**src/rtl/core/wkre_pkg.sv**
```systemverilog
`timescale 1ns / 1ps
// ----------------------------------------------------------------------------
// wkre_pkg: shared types and helpers for the white key run edge alpha block
// Pixel, queue entry and alpha register types, register indexes and the
// alpha selection function.
// ----------------------------------------------------------------------------
package wkre_pkg;

    localparam int unsigned CfgIdxW  = 8;
    localparam int unsigned AlphaW   = 8;
    localparam int unsigned QDepth   = 4;
    localparam int unsigned QPtrW    = $clog2(QDepth);
    localparam int unsigned QCntW    = $clog2(QDepth + 1);

    localparam logic [CfgIdxW-1:0] CFG_EDGE_ALPHA       = 8'd0;
    localparam logic [CfgIdxW-1:0] CFG_NEAR_EDGE_ALPHA  = 8'd1;
    localparam logic [CfgIdxW-1:0] CFG_SOLID_ALPHA      = 8'd2;
    localparam logic [CfgIdxW-1:0] CFG_BACKGROUND_ALPHA = 8'd3;

    localparam logic [AlphaW-1:0] RST_EDGE_ALPHA       = 8'd92;
    localparam logic [AlphaW-1:0] RST_NEAR_EDGE_ALPHA  = 8'd64;
    localparam logic [AlphaW-1:0] RST_SOLID_ALPHA      = 8'hFF;
    localparam logic [AlphaW-1:0] RST_BACKGROUND_ALPHA = 8'd0;

    localparam logic [7:0] WHITE_LEVEL = 8'hFF;

    // position of a pixel in its run
    typedef enum logic [1:0] {
        IDX_FIRST  = 2'd0,
        IDX_SECOND = 2'd1,
        IDX_INNER  = 2'd2,
        IDX_WHITE  = 2'd3
    } run_idx_t;

    // distance to the end of the run
    typedef enum logic [1:0] {
        DIST_LAST         = 2'd0,
        DIST_NEXT_TO_LAST = 2'd1,
        DIST_FAR          = 2'd2
    } dist_t;

    // red in the lowest bits
    typedef struct packed {
        logic [7:0] blue;
        logic [7:0] green;
        logic [7:0] red;
    } pixel_t;

    typedef struct packed {
        logic     row_end;
        run_idx_t idx;
        pixel_t   pix;
    } q_entry_t;

    typedef struct packed {
        logic full;
        logic empty;
    } q_status_t;

    typedef struct packed {
        logic [AlphaW-1:0] edge_alpha;
        logic [AlphaW-1:0] near_edge_alpha;
        logic [AlphaW-1:0] solid_alpha;
        logic [AlphaW-1:0] background_alpha;
    } alpha_cfg_t;

    function automatic logic [AlphaW-1:0] pick_alpha(input run_idx_t   idx,
                                                    input dist_t      run_dist,
                                                    input alpha_cfg_t cfg);
        logic [AlphaW-1:0] a;
        if (idx == IDX_WHITE) begin
            a = cfg.background_alpha;
        end else if (idx == IDX_FIRST || run_dist == DIST_LAST) begin
            a = cfg.edge_alpha;
        end else if (idx == IDX_SECOND) begin
            a = (run_dist == DIST_FAR) ? cfg.near_edge_alpha : cfg.solid_alpha;
        end else if (run_dist == DIST_NEXT_TO_LAST) begin
            a = cfg.near_edge_alpha;
        end else begin
            a = cfg.solid_alpha;
        end
        return a;
    endfunction

endpackage

```
**src/rtl/core/white_key_run_edge_alpha_top.sv**
```systemverilog
`timescale 1ns / 1ps
// ----------------------------------------------------------------------------
// white_key_run_edge_alpha_top: white key to RGBA with run edge shading
// Converts a raster RGB pixel stream into RGBA, shading run edges.
// ----------------------------------------------------------------------------
// Pixels enter on the s_ stream one per transaction, red in the lowest byte,
// with s_tlast marking the last pixel of a row. Pure white pixels get the
// background alpha; each run of non-white pixels gets the edge alpha on its
// first and last pixels, the near-edge alpha on its second and second-to-last
// pixels when the run is longer than three, and the solid alpha elsewhere.
// Colour passes through. Results trail the input by two pixels and the window
// is drained at each row end, m_tlast marking the row's final result. The
// classifier takes one pixel per cycle while the queue has room; the emitter
// produces one result per cycle while its output is not stalled and, at each
// row end, drains the pixels left in its two-pixel window without popping
// the queue. A four-entry queue between the two absorbs this. Each pixel
// passes through the queue and the output register. Alpha registers are
// written through the cfg_ port (index 0 edge, 1 near-edge, 2 solid,
// 3 background); other indexes are ignored. Write them only while the block
// is idle.
// ----------------------------------------------------------------------------
module white_key_run_edge_alpha_top (
    input  logic                          aclk,
    input  logic                          aresetn,
    // input pixel stream
    input  logic                          s_tvalid,
    output logic                          s_tready,
    input  logic [23:0]                   s_tdata,   // in_red, in_green, in_blue
    input  logic                          s_tlast,   // row_end
    // result stream
    output logic                          m_tvalid,
    input  logic                          m_tready,
    output logic [31:0]                   m_tdata,   // out_red, out_green, out_blue,
                                                     // out_alpha
    output logic                          m_tlast,   // out_row_end
    // register write channel
    input  logic                          cfg_valid,
    output logic                          cfg_ready,
    input  logic [wkre_pkg::CfgIdxW-1:0]  cfg_index,
    input  logic [wkre_pkg::AlphaW-1:0]   cfg_data
);

    wkre_pkg::alpha_cfg_t cfg_reg, cfg_next;
    wkre_pkg::q_status_t  q_status;
    wkre_pkg::q_entry_t   push_entry, head;
    logic                 push, pop;

    // Always take register writes; unknown indexes drop.
    assign cfg_ready = 1'b1;

    always_comb begin
        cfg_next = cfg_reg;
        if (cfg_valid) begin
            unique case (cfg_index)
                wkre_pkg::CFG_EDGE_ALPHA:       cfg_next.edge_alpha       = cfg_data;
                wkre_pkg::CFG_NEAR_EDGE_ALPHA:  cfg_next.near_edge_alpha  = cfg_data;
                wkre_pkg::CFG_SOLID_ALPHA:      cfg_next.solid_alpha      = cfg_data;
                wkre_pkg::CFG_BACKGROUND_ALPHA: cfg_next.background_alpha = cfg_data;
                default: ;
            endcase
        end
    end

    always_ff @(posedge aclk) begin
        if (!aresetn) begin
            cfg_reg.edge_alpha       <= wkre_pkg::RST_EDGE_ALPHA;
            cfg_reg.near_edge_alpha  <= wkre_pkg::RST_NEAR_EDGE_ALPHA;
            cfg_reg.solid_alpha      <= wkre_pkg::RST_SOLID_ALPHA;
            cfg_reg.background_alpha <= wkre_pkg::RST_BACKGROUND_ALPHA;
        end else begin
            cfg_reg <= cfg_next;
        end
    end

    // Classify: white test and run position, one pixel per cycle while the queue has room.
    wkre_front u_front (
        .aclk       (aclk),
        .aresetn    (aresetn),
        .s_tvalid   (s_tvalid),
        .s_tready   (s_tready),
        .s_tdata    (s_tdata),
        .s_tlast    (s_tlast),
        .q_status   (q_status),
        .push       (push),
        .push_entry (push_entry)
    );

    // Decouple: hold classified pixels while the emitter drains a row.
    wkre_queue u_queue (
        .aclk       (aclk),
        .aresetn    (aresetn),
        .push       (push),
        .push_entry (push_entry),
        .pop        (pop),
        .head       (head),
        .status     (q_status)
    );

    // Emit: two-pixel lookahead, alpha choice, registered output.
    wkre_back u_back (
        .aclk     (aclk),
        .aresetn  (aresetn),
        .cfg      (cfg_reg),
        .head     (head),
        .q_status (q_status),
        .pop      (pop),
        .m_tvalid (m_tvalid),
        .m_tready (m_tready),
        .m_tdata  (m_tdata),
        .m_tlast  (m_tlast)
    );

endmodule

```
**src/rtl/core/wkre_front.sv**
```systemverilog
`timescale 1ns / 1ps
// ----------------------------------------------------------------------------
// wkre_front: input classifier
// Accepts pixels, marks white ones and tags each with its run position.
// ----------------------------------------------------------------------------
module wkre_front (
    input  logic               aclk,
    input  logic               aresetn,
    input  logic               s_tvalid,
    output logic               s_tready,
    input  logic [23:0]        s_tdata,   // red, green, blue
    input  logic               s_tlast,   // row_end
    input  wkre_pkg::q_status_t q_status,
    output logic               push,
    output wkre_pkg::q_entry_t push_entry
);

    wkre_pkg::run_idx_t last_idx_reg, last_idx_next;
    logic               row_start_reg, row_start_next;
    wkre_pkg::pixel_t   pix;
    wkre_pkg::run_idx_t idx;
    logic               white;

    assign pix      = wkre_pkg::pixel_t'(s_tdata);
    assign s_tready = !q_status.full;
    assign push     = s_tvalid && s_tready;
    assign white    = (pix.red & pix.green & pix.blue) == wkre_pkg::WHITE_LEVEL;

    always_comb begin
        if (white) begin
            idx = wkre_pkg::IDX_WHITE;
        end else if (row_start_reg) begin
            idx = wkre_pkg::IDX_FIRST;
        end else begin
            unique case (last_idx_reg)
                wkre_pkg::IDX_FIRST:  idx = wkre_pkg::IDX_SECOND;
                wkre_pkg::IDX_SECOND: idx = wkre_pkg::IDX_INNER;
                wkre_pkg::IDX_INNER:  idx = wkre_pkg::IDX_INNER;
                default:              idx = wkre_pkg::IDX_FIRST;
            endcase
        end
    end

    assign push_entry = '{row_end: s_tlast, idx: idx, pix: pix};

    always_comb begin
        last_idx_next  = last_idx_reg;
        row_start_next = row_start_reg;
        if (push) begin
            last_idx_next  = idx;
            row_start_next = s_tlast;
        end
    end

    always_ff @(posedge aclk) begin
        if (!aresetn) begin
            last_idx_reg  <= wkre_pkg::IDX_FIRST;
            row_start_reg <= 1'b1;
        end else begin
            last_idx_reg  <= last_idx_next;
            row_start_reg <= row_start_next;
        end
    end

endmodule

```
**src/rtl/core/wkre_queue.sv**
```systemverilog
`timescale 1ns / 1ps
// ----------------------------------------------------------------------------
// wkre_queue: classified pixel queue
// Small first-in first-out store between the classifier and the emitter.
// ----------------------------------------------------------------------------
module wkre_queue (
    input  logic                aclk,
    input  logic                aresetn,
    input  logic                push,
    input  wkre_pkg::q_entry_t  push_entry,
    input  logic                pop,
    output wkre_pkg::q_entry_t  head,
    output wkre_pkg::q_status_t status
);

    wkre_pkg::q_entry_t                 mem_reg [wkre_pkg::QDepth];
    logic [wkre_pkg::QPtrW-1:0]         wr_ptr_reg, wr_ptr_next;
    logic [wkre_pkg::QPtrW-1:0]         rd_ptr_reg, rd_ptr_next;
    logic [wkre_pkg::QCntW-1:0]         cnt_reg, cnt_next;

    assign head         = mem_reg[rd_ptr_reg];
    assign status.full  = cnt_reg == wkre_pkg::QCntW'(wkre_pkg::QDepth);
    assign status.empty = cnt_reg == '0;

    always_comb begin
        wr_ptr_next = push ? wr_ptr_reg + 1'b1 : wr_ptr_reg;
        rd_ptr_next = pop  ? rd_ptr_reg + 1'b1 : rd_ptr_reg;
        cnt_next    = cnt_reg + wkre_pkg::QCntW'(push) - wkre_pkg::QCntW'(pop);
    end

    always_ff @(posedge aclk) begin
        if (push) begin
            mem_reg[wr_ptr_reg] <= push_entry;
        end
    end

    always_ff @(posedge aclk) begin
        if (!aresetn) begin
            wr_ptr_reg <= '0;
            rd_ptr_reg <= '0;
            cnt_reg    <= '0;
        end else begin
            wr_ptr_reg <= wr_ptr_next;
            rd_ptr_reg <= rd_ptr_next;
            cnt_reg    <= cnt_next;
        end
    end

endmodule

```
**src/rtl/core/wkre_back.sv**
```systemverilog
`timescale 1ns / 1ps
// ----------------------------------------------------------------------------
// wkre_back: lookahead window and alpha emitter
// Holds up to two pixels awaiting lookahead, picks alpha and drives the
// registered output; drains the window at row end.
// ----------------------------------------------------------------------------
module wkre_back (
    input  logic                aclk,
    input  logic                aresetn,
    input  wkre_pkg::alpha_cfg_t cfg,
    input  wkre_pkg::q_entry_t  head,
    input  wkre_pkg::q_status_t q_status,
    output logic                pop,
    output logic                m_tvalid,
    input  logic                m_tready,
    output logic [31:0]         m_tdata,   // red, green, blue, alpha
    output logic                m_tlast    // out_row_end
);

    wkre_pkg::q_entry_t slot_reg [2];
    wkre_pkg::q_entry_t slot_next [2];
    logic [1:0]         cnt_reg, cnt_next;
    logic               flush_reg, flush_next;
    logic               m_valid_reg, m_valid_next;
    logic [31:0]        m_data_reg, m_data_next;
    logic               m_last_reg, m_last_next;

    wkre_pkg::q_entry_t v [3];
    logic [1:0]         v_n;
    logic               can_load, step, emit, row_fin;
    wkre_pkg::dist_t    run_dist;

    assign can_load = !m_valid_reg || m_tready;
    assign step     = can_load && (flush_reg || !q_status.empty);
    assign pop      = step && !flush_reg;
    assign row_fin  = flush_reg || head.row_end;

    // window: stored pixels, then the queue head unless draining
    always_comb begin
        v[0] = slot_reg[0];
        v[1] = slot_reg[1];
        v[2] = head;
        v_n  = cnt_reg;
        if (!flush_reg) begin
            v[cnt_reg] = head;
            v_n        = cnt_reg + 2'd1;
        end
    end

    assign emit = step && (row_fin || v_n == 2'd3);

    // slots beyond the window count as white
    always_comb begin
        if (v_n < 2'd2 || v[1].idx == wkre_pkg::IDX_WHITE) begin
            run_dist = wkre_pkg::DIST_LAST;
        end else if (v_n < 2'd3 || v[2].idx == wkre_pkg::IDX_WHITE) begin
            run_dist = wkre_pkg::DIST_NEXT_TO_LAST;
        end else begin
            run_dist = wkre_pkg::DIST_FAR;
        end
    end

    always_comb begin
        slot_next[0] = slot_reg[0];
        slot_next[1] = slot_reg[1];
        cnt_next     = cnt_reg;
        flush_next   = flush_reg;
        m_valid_next = m_valid_reg && !m_tready;
        m_data_next  = m_data_reg;
        m_last_next  = m_last_reg;
        if (emit) begin
            slot_next[0] = v[1];
            slot_next[1] = v[2];
            cnt_next     = v_n - 2'd1;
            flush_next   = row_fin && (v_n > 2'd1);
            m_valid_next = 1'b1;
            m_data_next  = {wkre_pkg::pick_alpha(v[0].idx, run_dist, cfg), 24'(v[0].pix)};
            m_last_next  = row_fin && (v_n == 2'd1);
        end else if (step) begin
            slot_next[0] = v[0];
            slot_next[1] = v[1];
            cnt_next     = v_n;
        end
    end

    assign m_tvalid = m_valid_reg;
    assign m_tdata  = m_data_reg;
    assign m_tlast  = m_last_reg;

    always_ff @(posedge aclk) begin
        slot_reg[0] <= slot_next[0];
        slot_reg[1] <= slot_next[1];
        m_data_reg  <= m_data_next;
        m_last_reg  <= m_last_next;
    end

    always_ff @(posedge aclk) begin
        if (!aresetn) begin
            cnt_reg     <= '0;
            flush_reg   <= 1'b0;
            m_valid_reg <= 1'b0;
        end else begin
            cnt_reg     <= cnt_next;
            flush_reg   <= flush_next;
            m_valid_reg <= m_valid_next;
        end
    end

    a_flush_has_pixels: assert property (@(posedge aclk) disable iff (!aresetn)
        flush_reg |-> cnt_reg != 2'd0)
        else $error("draining with an empty window");

    a_window_bound: assert property (@(posedge aclk) disable iff (!aresetn)
        cnt_reg != 2'd3)
        else $error("window holds more than two pixels");

    a_row_end_empties: assert property (@(posedge aclk) disable iff (!aresetn)
        (emit && m_last_next) |=> (cnt_reg == 2'd0 && !flush_reg))
        else $error("window not empty after the last pixel of a row");

    a_no_pop_when_empty: assert property (@(posedge aclk) disable iff (!aresetn)
        (can_load && !flush_reg && q_status.empty) |=> $stable(cnt_reg))
        else $error("window changed without a queued pixel");

endmodule
```
**config.mk**
```make
export PLATFORM = sky130hd
export DESIGN_NAME = white_key_run_edge_alpha_top
export DESIGN_NICKNAME = d
export VERILOG_FILES = /design/src/rtl/core/wkre_pkg.sv /design/src/rtl/core/white_key_run_edge_alpha_top.sv /design/src/rtl/core/wkre_front.sv /design/src/rtl/core/wkre_queue.sv /design/src/rtl/core/wkre_back.sv
export SDC_FILE = /design/constraint.sdc
export NUM_CORES = 1
export LEC_CHECK = 0
export BUFFER_PORTS_ARGS = -buffer_cell sky130_fd_sc_hd__buf_4
export CAP_MARGIN = 0
export CELL_PAD_IN_SITES_DETAIL_PLACEMENT = 0
export CELL_PAD_IN_SITES_GLOBAL_PLACEMENT = 1
export CORE_MARGIN = 2
export CORE_UTILIZATION = 45
export CTS_BUF_LIST = sky130_fd_sc_hd__clkbuf_2
export CTS_CLUSTER_DIAMETER = 200
export DETAILED_ROUTE_END_ITERATION = 16
export PLACE_DENSITY = 0.7
export REMOVE_ABC_BUFFERS = 1
export SKIP_CTS_REPAIR_TIMING = 1
export SLEW_MARGIN = 20
export SYNTH_ARGS = -nofsm -noshare
export SYNTH_HDL_FRONTEND = slang
export SYNTH_SLANG_ARGS = --single-unit
```
**constraint.sdc**
```tcl
create_clock -name aclk -period 10.1 [get_ports aclk]
set_clock_uncertainty 0.2 [all_clocks]
set_input_delay 0.505 -clock aclk [delete_from_list [all_inputs] [get_ports aclk]]
set_output_delay 0.505 -clock aclk [all_outputs]
set_load 0.005 [all_outputs]
```
== After elaboration in Yosys (flattened, before gate mapping) ==
Memory sizes are Yosys's and may differ from the RTL's. A register that Yosys moved wholly into a read port is not among the register bits.
Index checks and enable logic that the tools add are counted.
Storage, ports and cells
  bits in registers: 79
  bits in writable memories: 162
  output and inout port bits: 36
  memories: 2
Operators by class
  add/sub/neg operators: 6
  order comparisons: 5
  eq/ne operators: 15
  multiplexer cells: 24
  bitwise logic cells: 3
  reduce and logical (&&, ||, !) cells: 31
Memory list
  u_queue.mem_reg: words 4, bits a word 27, rd ports 1, clocked after Yosys merged registers in 1, wr ports 1, RTL line wkre_queue.sv:16  | wkre_pkg::q_entry_t mem_reg [wkre_pkg::QDepth];
  u_back.slot_reg: words 2, bits a word 27, rd ports 2, clocked after Yosys merged registers in 0, wr ports 2, RTL line wkre_back.sv:20  | wkre_pkg::q_entry_t slot_reg [2];
Operator list (number)
  54-bit 2-to-1 mux: 2
  81-bit bitwise mux: 1
  81-bit 2-to-1 mux: 1
  27-bit demux with 2-bit select: 1
  8-bit 2-to-1 mux: 5
  27-bit 2-to-1 mux: 1
  2-bit 2-to-1 mux: 9
  8-bit bitwise AND: 2
  8-bit by 2-bit equality test with 1-bit output, second input constant: 2
  2-bit equality test, second input constant: 6
  2-bit by 1-bit equality test with 1-bit output, second input constant: 4
  8-bit by 1-bit equality test with 1-bit output, second input constant: 1
  8-bit equality test, second input constant: 1
  1-bit logical AND: 8
  8-bit zero test: 1
  2-bit AND reduction: 4
  1-bit logical OR: 7
  2-bit by 1-bit adder with 2-bit output, second input constant: 3
  2-bit zero test: 3
  1-bit zero test: 5
  2-bit < comparator, second input constant: 2
  2-bit case mux with 2 select lines: 1
  3-bit by 1-bit adder with 3-bit output: 1
  3-bit equality test, second input constant: 1
  10 further kinds: 12

== Longest topological paths before layout ==
Gate-level depths: netlist of run 1.
  depth after elaboration: 16
  depth in mapped cells: 13

== By module ==
A second synthesis of run 1 with hierarchy kept.
Second synthesis, totals
  cell total of the unflattened synthesis: 708
  area total of the unflattened synthesis: 10578.9 µm²
By module, submodules not included
  wkre_back: instances 1, cells an instance 343, area each 4474.3 µm², sequential area each 2632.5 µm²
  wkre_queue: instances 1, cells an instance 184, area each 4386.7 µm², sequential area each 3423.3 µm²
  white_key_run_edge_alpha_top: instances 1, cells an instance 128, area each 1327.5 µm², sequential area each 640.6 µm²
  wkre_front: instances 1, cells an instance 53, area each 390.4 µm², sequential area each 60.1 µm²

== Worst setup path after synthesis of run 1 ==
OpenSTA, ideal clock, no wires.
  path kind: input port to flip-flop
  start: input m_tready
  end: memory u_back.slot_reg[0][16] in the netlist's numbering, data pin
  arrival: 5.044 ns
  required time: 9.574 ns
  setup slack: 4.530 ns
  stages: 6
  buffers on the path: 2
  path through: nor2b_1 -> a21oi_1 -> nor2b_1 -> buf_2 -> buf_1 -> a31oi_1
RTL lines
  start: declaration: RTL line white_key_run_edge_alpha_top.sv:32  | input logic m_tready,
  end: declaration: RTL line wkre_back.sv:20

== Final worst setup path of run 1 ==
  start: register u_back.flush_reg
  end: register u_queue.cnt_reg[2] in the netlist's numbering
On the way
  word-level cells in the longest chain between the ends: 4
  elaborated cells between the ends (all ways): 5
  classes of those cells: add/sub: 1; reduce/logical: 4
Ends and longest elaborated chain
  start: declaration: RTL line wkre_back.sv:23  | logic flush_reg, flush_next;
  start signal: assignment: RTL line wkre_back.sv:104  | flush_reg <= flush_next;
  1-bit logical OR: RTL line wkre_back.sv:34  | assign step = can_load && (flush_reg || !q_status.empty);
  1-bit logical AND: RTL line wkre_back.sv:34
  1-bit logical AND (*): RTL line wkre_back.sv:35  | assign pop = step && !flush_reg;
  named net pop: RTL line white_key_run_edge_alpha_top.sv:46  | logic push, pop;
  3-bit by 1-bit subtractor with 3-bit output (*): RTL line wkre_queue.sv:28  | cnt_next = cnt_reg + wkre_pkg::QCntW'(push) - wkre_pkg::QCntW'(pop);
  end signal: assignment: RTL line wkre_queue.sv:45  | cnt_reg <= cnt_next;
  end: declaration: RTL line wkre_queue.sv:19  | logic [wkre_pkg::QCntW-1:0] cnt_reg, cnt_next;
Mark *: on every way through the listed nets, which the timed path passes. The rest lies on a longest branch.
A chain may end at the register's enable or synchronous reset.

==> results of run 1 <==
==> power breakdown <==
| group | internal [mW] | switching, mW | leakage (nW) |
|---|---|---|---|
| clock | 0.285 | 0.390 | 0.430 |
| sequential | 1.54 | 0.129 | 2.21 |
| combinational | 0.651 | 0.902 | 1.99 |
==> through the flow <==
| stage | worst slack (ps) | cells | hold slack (ps) | instance area, um^2 | util |
|---|---|---|---|---|---|
| global route | 6222 | 1209 | 134.8 | 12040 | 0.5481 |
| finish | 6522 | 1209 | 194.0 | 12040 | 0.5481 |
| detailed placement | 6355 | 1052 | 264.0 | 11010 | 0.5014 |
| global placement | 6493 | 1052 | 262.7 | 11010 | 0.5014 |
| CTS | 6329 | 1165 | -456.9 | 11600 | 0.5283 |
| floorplan | 1603 | 683 | 241.1 | 9961 | - |
==> routing by layer <==
layer | vias to the layer above | global-route usage
met3 | 31 | 0.03890
met4 | 0 | 0.05652
met5 | - | 0
met1 | 3159 | 0.2498
li1 | 3031 | -
met2 | 158 | 0.2958
==> cells by family after synthesis <==
logic type	after synthesis
AND/OR/NAND/NOR	255
flip-flops	241
multiplexers	92
AO/OA/AOI/OAI	62
buffers and inverters	51
adder cells (fa/ha/maj)	12
XOR/XNOR	7
other	1
==> cell usage in the layout, fill, tap and decap left out, types with 6 or more instances in the layout <==
master         synthesis  layout
buf_4                  1      89
inv_1                 13      13
o221a_1                7       7
and2_1                 8       8
nor2_1                33      33
edfxtp_1             193     193
nor2b_1               26      23
ha_1                  11      11
a31oi_1               25      25
mux2_2                18      18
nor3b_1                6       6
dfxtp_1               48      47
nand4_1                6       6
dlygate4sd3_1          0      43
mux2_1                10      10
mux4_2                26      26
o22a_1                 7       7
nand2_1              151     151
clkbuf_2               0      87
xnor2_1                6       6
clkinv_1               0      23
mux2i_1               37      37
==> cell type report <==
class	instances	area, um^2
sequential	241	6760
inverter	13	48.80
fill	1850	9923
tap	280	350.3
multi-input combinational	429	3184
clock buffer	87	435.4
timing repair buffer	132	1099
clock inverter	26	155.1
antenna	1	2.502
==> path summary, 6_finish.rpt <==
check	start	end	depth (start not counted)
max reg2reg	u_back.flush_reg	u_queue.cnt_reg[2]	12
max	u_back.flush_reg	u_queue.cnt_reg[2]	12
min	s_tdata[18]	u_queue.mem_reg[2][18]	2
min reg2reg	u_front.row_start_reg	u_front.row_start_reg	2
==> flow_metrics.tcl, run 1 <==
set metrics [dict create \
    period_share 0.3543 \
    io_buffers 80 \
    synth_common_cells "193 x edfxtp_1, 151 x nand2_1, 48 x dfxtp_1, 37 x mux2i_1, 33 x nor2_1" \
    highest-signal-layer "met4" \
    globalplace.congestion 0.7302 \
    cpMaxStageDelayCell "dfxtp_1" \
    cts_tree "done" \
    hpwl_um 12810 \
    cpLargestDelayFamily "adder cells" \
    setup_viol 0 \
    cpPeakStageDelay_ps 690 \
    async_reset_ff_frac 0 \
    wl_met2_um 10480 \
    worst_setup_path_start_kind "register" \
    drive_above_1_share 0.2586 \
    cts.sinks 241 \
    cp.buffers_inverters 3 \
    area_growth_pct 18.62 \
    p_leak_nw 4.625 \
    grt_pass1_vias 6436 \
    synth_top_family_by_area "multiplexers" \
    first_pass_iters 5 \
    avgSynthCellArea_um2 14.07 \
    core-area_um2 21960 \
    maxSlewViolCount 0 \
    io_pins 82 \
    wl_met3_um 1026 \
    synth_most_common_cell "edfxtp_1" \
    synth_seq_area_share 0.6659 \
    yosys.area_share.xor_xnor 0.006043 \
    worst_slew_pin_slew_ps 1011 \
    grt_overflow 0 \
    synthAdderAreaFrac 0.01554 \
    hp-class "input pin to register" \
    worstPathMaxFanout 59 \
    rsz0062_at_grt "no" \
    nets 936 \
    critPathKind "register to register" \
    max_freq_mhz 279.5 \
    synth_top_area_frac 0.5712 \
    cts_root_buffer "clkbuf_2" \
    tns_ps 0 \
    netlist_area_um2 10150 \
    cts_buffers 61 \
    clk_latency_ps 850 \
    via_per_inst 5.276 \
    vdd_drop_max_uv 226.8 \
    power.density_nw_per_um2 323.8 \
    total_power_mw 3.897 \
    rows 54 \
    antenna_left 0 \
    track_usage 0.1829 \
    wl_per_cell_um 18.08 \
    synth_edf_count 193 \
    die_w_um 154.2 \
    syn_inst 721 \
    critPathCaptureType "register" \
    largest_reg_flops 108 \
    grt_pass1_wl_um 34090 \
    path_cells "nor2_1 -> a21oi_4 -> buf_4 -> nor2b_1 -> ha_1 -> inv_1 -> ha_1 -> inv_1 -> fa_1 -> xnor2_1 -> xnor2_1 -> and2_1" \
    ys_warn_count 0 \
    required_ps 10610 \
    drc 0 \
    yosysUniqueCellTypes 54 \
    fp.dieH_um 154.2 \
    slew_headroom 0.3261 \
    wl_um 21860 \
    synth_mux_area_frac 0.1279 \
    path_clk_slew_ps 110 \
    yosysTopAreaCell "edfxtp_1" \
    dr.first_iter.drc_count 412 \
    start_util 0.4621 \
    outcome "finished, final reports clean" \
    htreeDepth 2 \
    ys.flop_type "edfxtp_1" \
    cts_buffer_depth 3 \
    synth_seq_cells 241 \
    arrival_ps 4090 \
    finalCriticalPeriod_ps 3578 \
    synth_compound_area_frac 0.04587 \
    rrSetupSlack_ps 6520 \
    hold_viol 0 \
    drv_cap 0 \
    wl_met1_um 10030 \
    synthTopCellsByArea "edfxtp_1 57%, dfxtp_1 9.5%, mux4_2 5.8%, nand2_1 5.6%, mux2i_1 3.7%" \
    die_area_um2 23760 \
    dr_total_vias 6379 \
    synth-simple-area-share 0.1153 \
    antenna_found_initial 1 \
    grt_max_degree 87 \
]
No activity file was read; power rests on OpenSTA's default activity.
==> run 2: changes to the inputs <==
- ABC_AREA: unset -> 1
- PLACE_DENSITY: 0.7 -> 0.73
- clock period: 10.1 -> 3.4 ns (I/O delays scaled with it)
==> run 2 against run 1 <==
Net effect:
- sequential cell count is the same
- synthesized area is 3.7% higher
- cell area increased by 7.2%
- utilization rose by 1.8 points
- cell count up 32%
- non-clock buffer count is 58 higher
- total power grew to 3.1 times the previous value
- wire length grew 13%
- clock power grew to 2.8 times the previous value
- combinational power rose to 3.5 times the previous value
==> flow_metrics.tcl, run 2 <==
set metrics [dict create \
    yosysTopAreaCell "edfxtp_1" \
    core-area_um2 22780 \
    period_share 0.9633 \
    power.density_nw_per_um2 945.6 \
    drc 0 \
    die_w_um 156.9 \
    fillers 2067 \
    synthTopCellsByArea "edfxtp_1 55%, nand2_1 10%, dfxtp_1 9.1%, o21ai_0 5.6%, nand3_1 5.2%" \
    synth_top_family_by_area "simple AND/OR/NAND/NOR gates" \
    tns_ps 0 \
    dr.first_iter.drc_count 532 \
    synth_seq_area_share 0.6422 \
    slew_headroom 0.3358 \
    synth_edf_count 193 \
    hp-start "aresetn" \
    synth-simple-area-share 0.1999 \
    wl_um 24800 \
    hp-class "input pin to register" \
    antenna_found_initial 1 \
    worst_setup_path_start_kind "input pin" \
    setup_ws_ps 124.9 \
    max_freq_mhz 305.3 \
    synth_seq_cells 241 \
    synthAdderAreaFrac 0.01498 \
    dp_slack_ps 569.1 \
    vdd_drop_max_uv 1121 \
    globalplace.congestion 0.7635 \
    worst_slew_pin_slew_ps 996.3 \
    cts_buffer_depth 3 \
    outcome "finished, final reports clean" \
    dr_total_vias 7961 \
    htreeDepth 2 \
    track_usage 0.1952 \
    largest_reg_flops 108 \
    grt_pass1_vias 7346 \
    fp.dieH_um 156.9 \
    synth_mux_area_frac 0 \
    synth_common_cells "292 x nand2_1, 193 x edfxtp_1, 117 x o21ai_0, 109 x nand3_1, 57 x inv_1" \
    antenna_left 0 \
    ys_warn_count 0 \
    clk_latency_ps 860 \
    grt_pass1_wl_um 37560 \
    grt_max_degree 88 \
    r2r_start "u_back.cnt_reg[0]" \
    cts_root_buffer "clkbuf_2" \
    final_cell_mix "292 x nand2_1, 193 x edfxtp_1, 117 x o21ai_0" \
    worstPathMaxFanout 11 \
    via_per_inst 4.994 \
    cts_tree "done" \
    synth_compound_area_frac 0.09252 \
    drive_above_1_share 0.1781 \
    path_clk_slew_ps 100 \
    hpwl_um 13750 \
    critPathCaptureType "register" \
    die_area_um2 24620 \
    layout_commonest_cell "nand2_1" \
    io_pins 82 \
    rr_worst_depth 10 \
    avgSynthCellArea_um2 10.22 \
    rsz0062_at_grt "no" \
    cts_buffers 61 \
    first_pass_iters 5 \
    grt_overflow 0 \
    rows 55 \
    syn_inst 1029 \
    synth_top_area_frac 0.5508 \
    netlist_area_um2 10520 \
    io_buffers 80 \
    required_ps 4000 \
    arrival_ps 3870 \
    p_leak_nw 5.100 \
    yosys.area_share.xor_xnor 0.002497 \
    synth_most_common_cell "nand2_1" \
    whs_path_depth 3 \
    setup_viol 0 \
    drv_cap 0 \
    area_growth_pct 22.61 \
    finalCriticalPeriod_ps 3275 \
    start_util 0.4619 \
    nets 1290 \
    hold_path_end "cfg_reg[28]" \
    async_reset_ff_frac 0 \
    yosysUniqueCellTypes 39 \
    critPathKind "input pin to register" \
    cts.sinks 241 \
    r2r-end "u_back.slot_reg[0][35]" \
    rrSetupSlack_ps 560 \
    hold_viol 0 \
    ys.flop_type "edfxtp_1" \
    wl_per_cell_um 15.56 \
    maxSlewViolCount 0 \
]
[run 2: cell count changes after synthesis, sizes merged, moves of 10 or more]
cell    before  now
nor2b       26    0
mux2i       37    0
a31oi       25    1
mux4        27    0
nand3        4  116
o21ai        5  132
nand4        6   16
nand2      152  305
inv         13   66
a21oi        4   31
o211ai       0   13
mux2        28    0
[run 2: cells by family after synthesis]
group,Yosys count
AND/OR/NAND/NOR,475
flip-flops,241
AO/OA/AOI/OAI,179
buffers and inverters,118
adder cells (fa/ha/maj),12
XOR/XNOR,3
other,1
[run 2: layout make-up]
cell class	count	area, um^2	share of cell area
Clock buffer	89	445.4	0.03453
Inverter	68	262.8	0.02037
Clock inverter	22	87.58	0.006790
Multi-Input combinational cell	670	3283	0.2545
Tap cell	313	391.6	0.03036
Sequential cell	241	6758	0.5239
Antenna cell	1	2.502	0.0001940
Timing Repair Buffer	190	1669	0.1294
[run 2: worst max path at each step]
| stage | start | endpoint | slack [ps] | cells after the start |
|---|---|---|---|---|
| 3_5_place_dp | u_back.cnt_reg[0] | u_back.slot_reg[0][46] | 570 | 10 |
| 3_3_place_gp | u_back.cnt_reg[0] | u_back.slot_reg[0][38] | 620 | 10 |
| 2_1_floorplan | u_back.flush_reg | u_back.slot_reg[0][31] | -1240 | 5 |
| 4_1_cts | u_back.cnt_reg[0] | u_back.slot_reg[0][35] | 510 | 10 |
| 6_report | cfg_index[1] | cfg_reg[26] | 120 | 11 |
| 5_1_grt | cfg_index[0] | cfg_reg[26] | 110 | 11 |
[run 2: stage by stage]
step                instance area [um^2]  power, mW  instances    util  hold WS [ps]
floorplan                          10280      8.504        979       -         54.10
global placement                   11390      10.26       1385  0.5002         185.3
detailed placement                 11390      10.35       1385  0.5002         184.8
CTS                                11930      12.24       1496  0.5236        -758.2
global route                       12900      13.20       1594  0.5663         32.90
finish                             12900      12.20       1594  0.5663         102.3
[run 2: where the power goes]
group | internal (mW) | leakage [nW] | switching [mW] | total (mW)
Combinational | 1.71 | 2.47 | 3.76 | 5.47
Clock | 0.705 | 0.410 | 1.17 | 1.88
Sequential | 4.61 | 2.22 | 0.242 | 4.86
Total | 7.03 | 5.10 | 5.17 | 12.2
[run 2: per-layer routing]
metal	routed length [um]	track usage	up-vias
li1	-	-	4009
met1	11490	0.2622	3714
met2	11720	0.3179	196
met3	1153	0.04047	42
met4	442	0.06422	0
met5	0	0	-
[run 2: worst max-delay path, stage by stage]
cell	delay (ps)
dlygate4sd3_1	540
buf_4	130
nor3_1	160
dlygate4sd3_1	590
nand2_1	70
dlygate4sd3_1	700
inv_1	220
nand2_1	70
dlygate4sd3_1	560
o211ai_1	90
dlygate4sd3_1	580
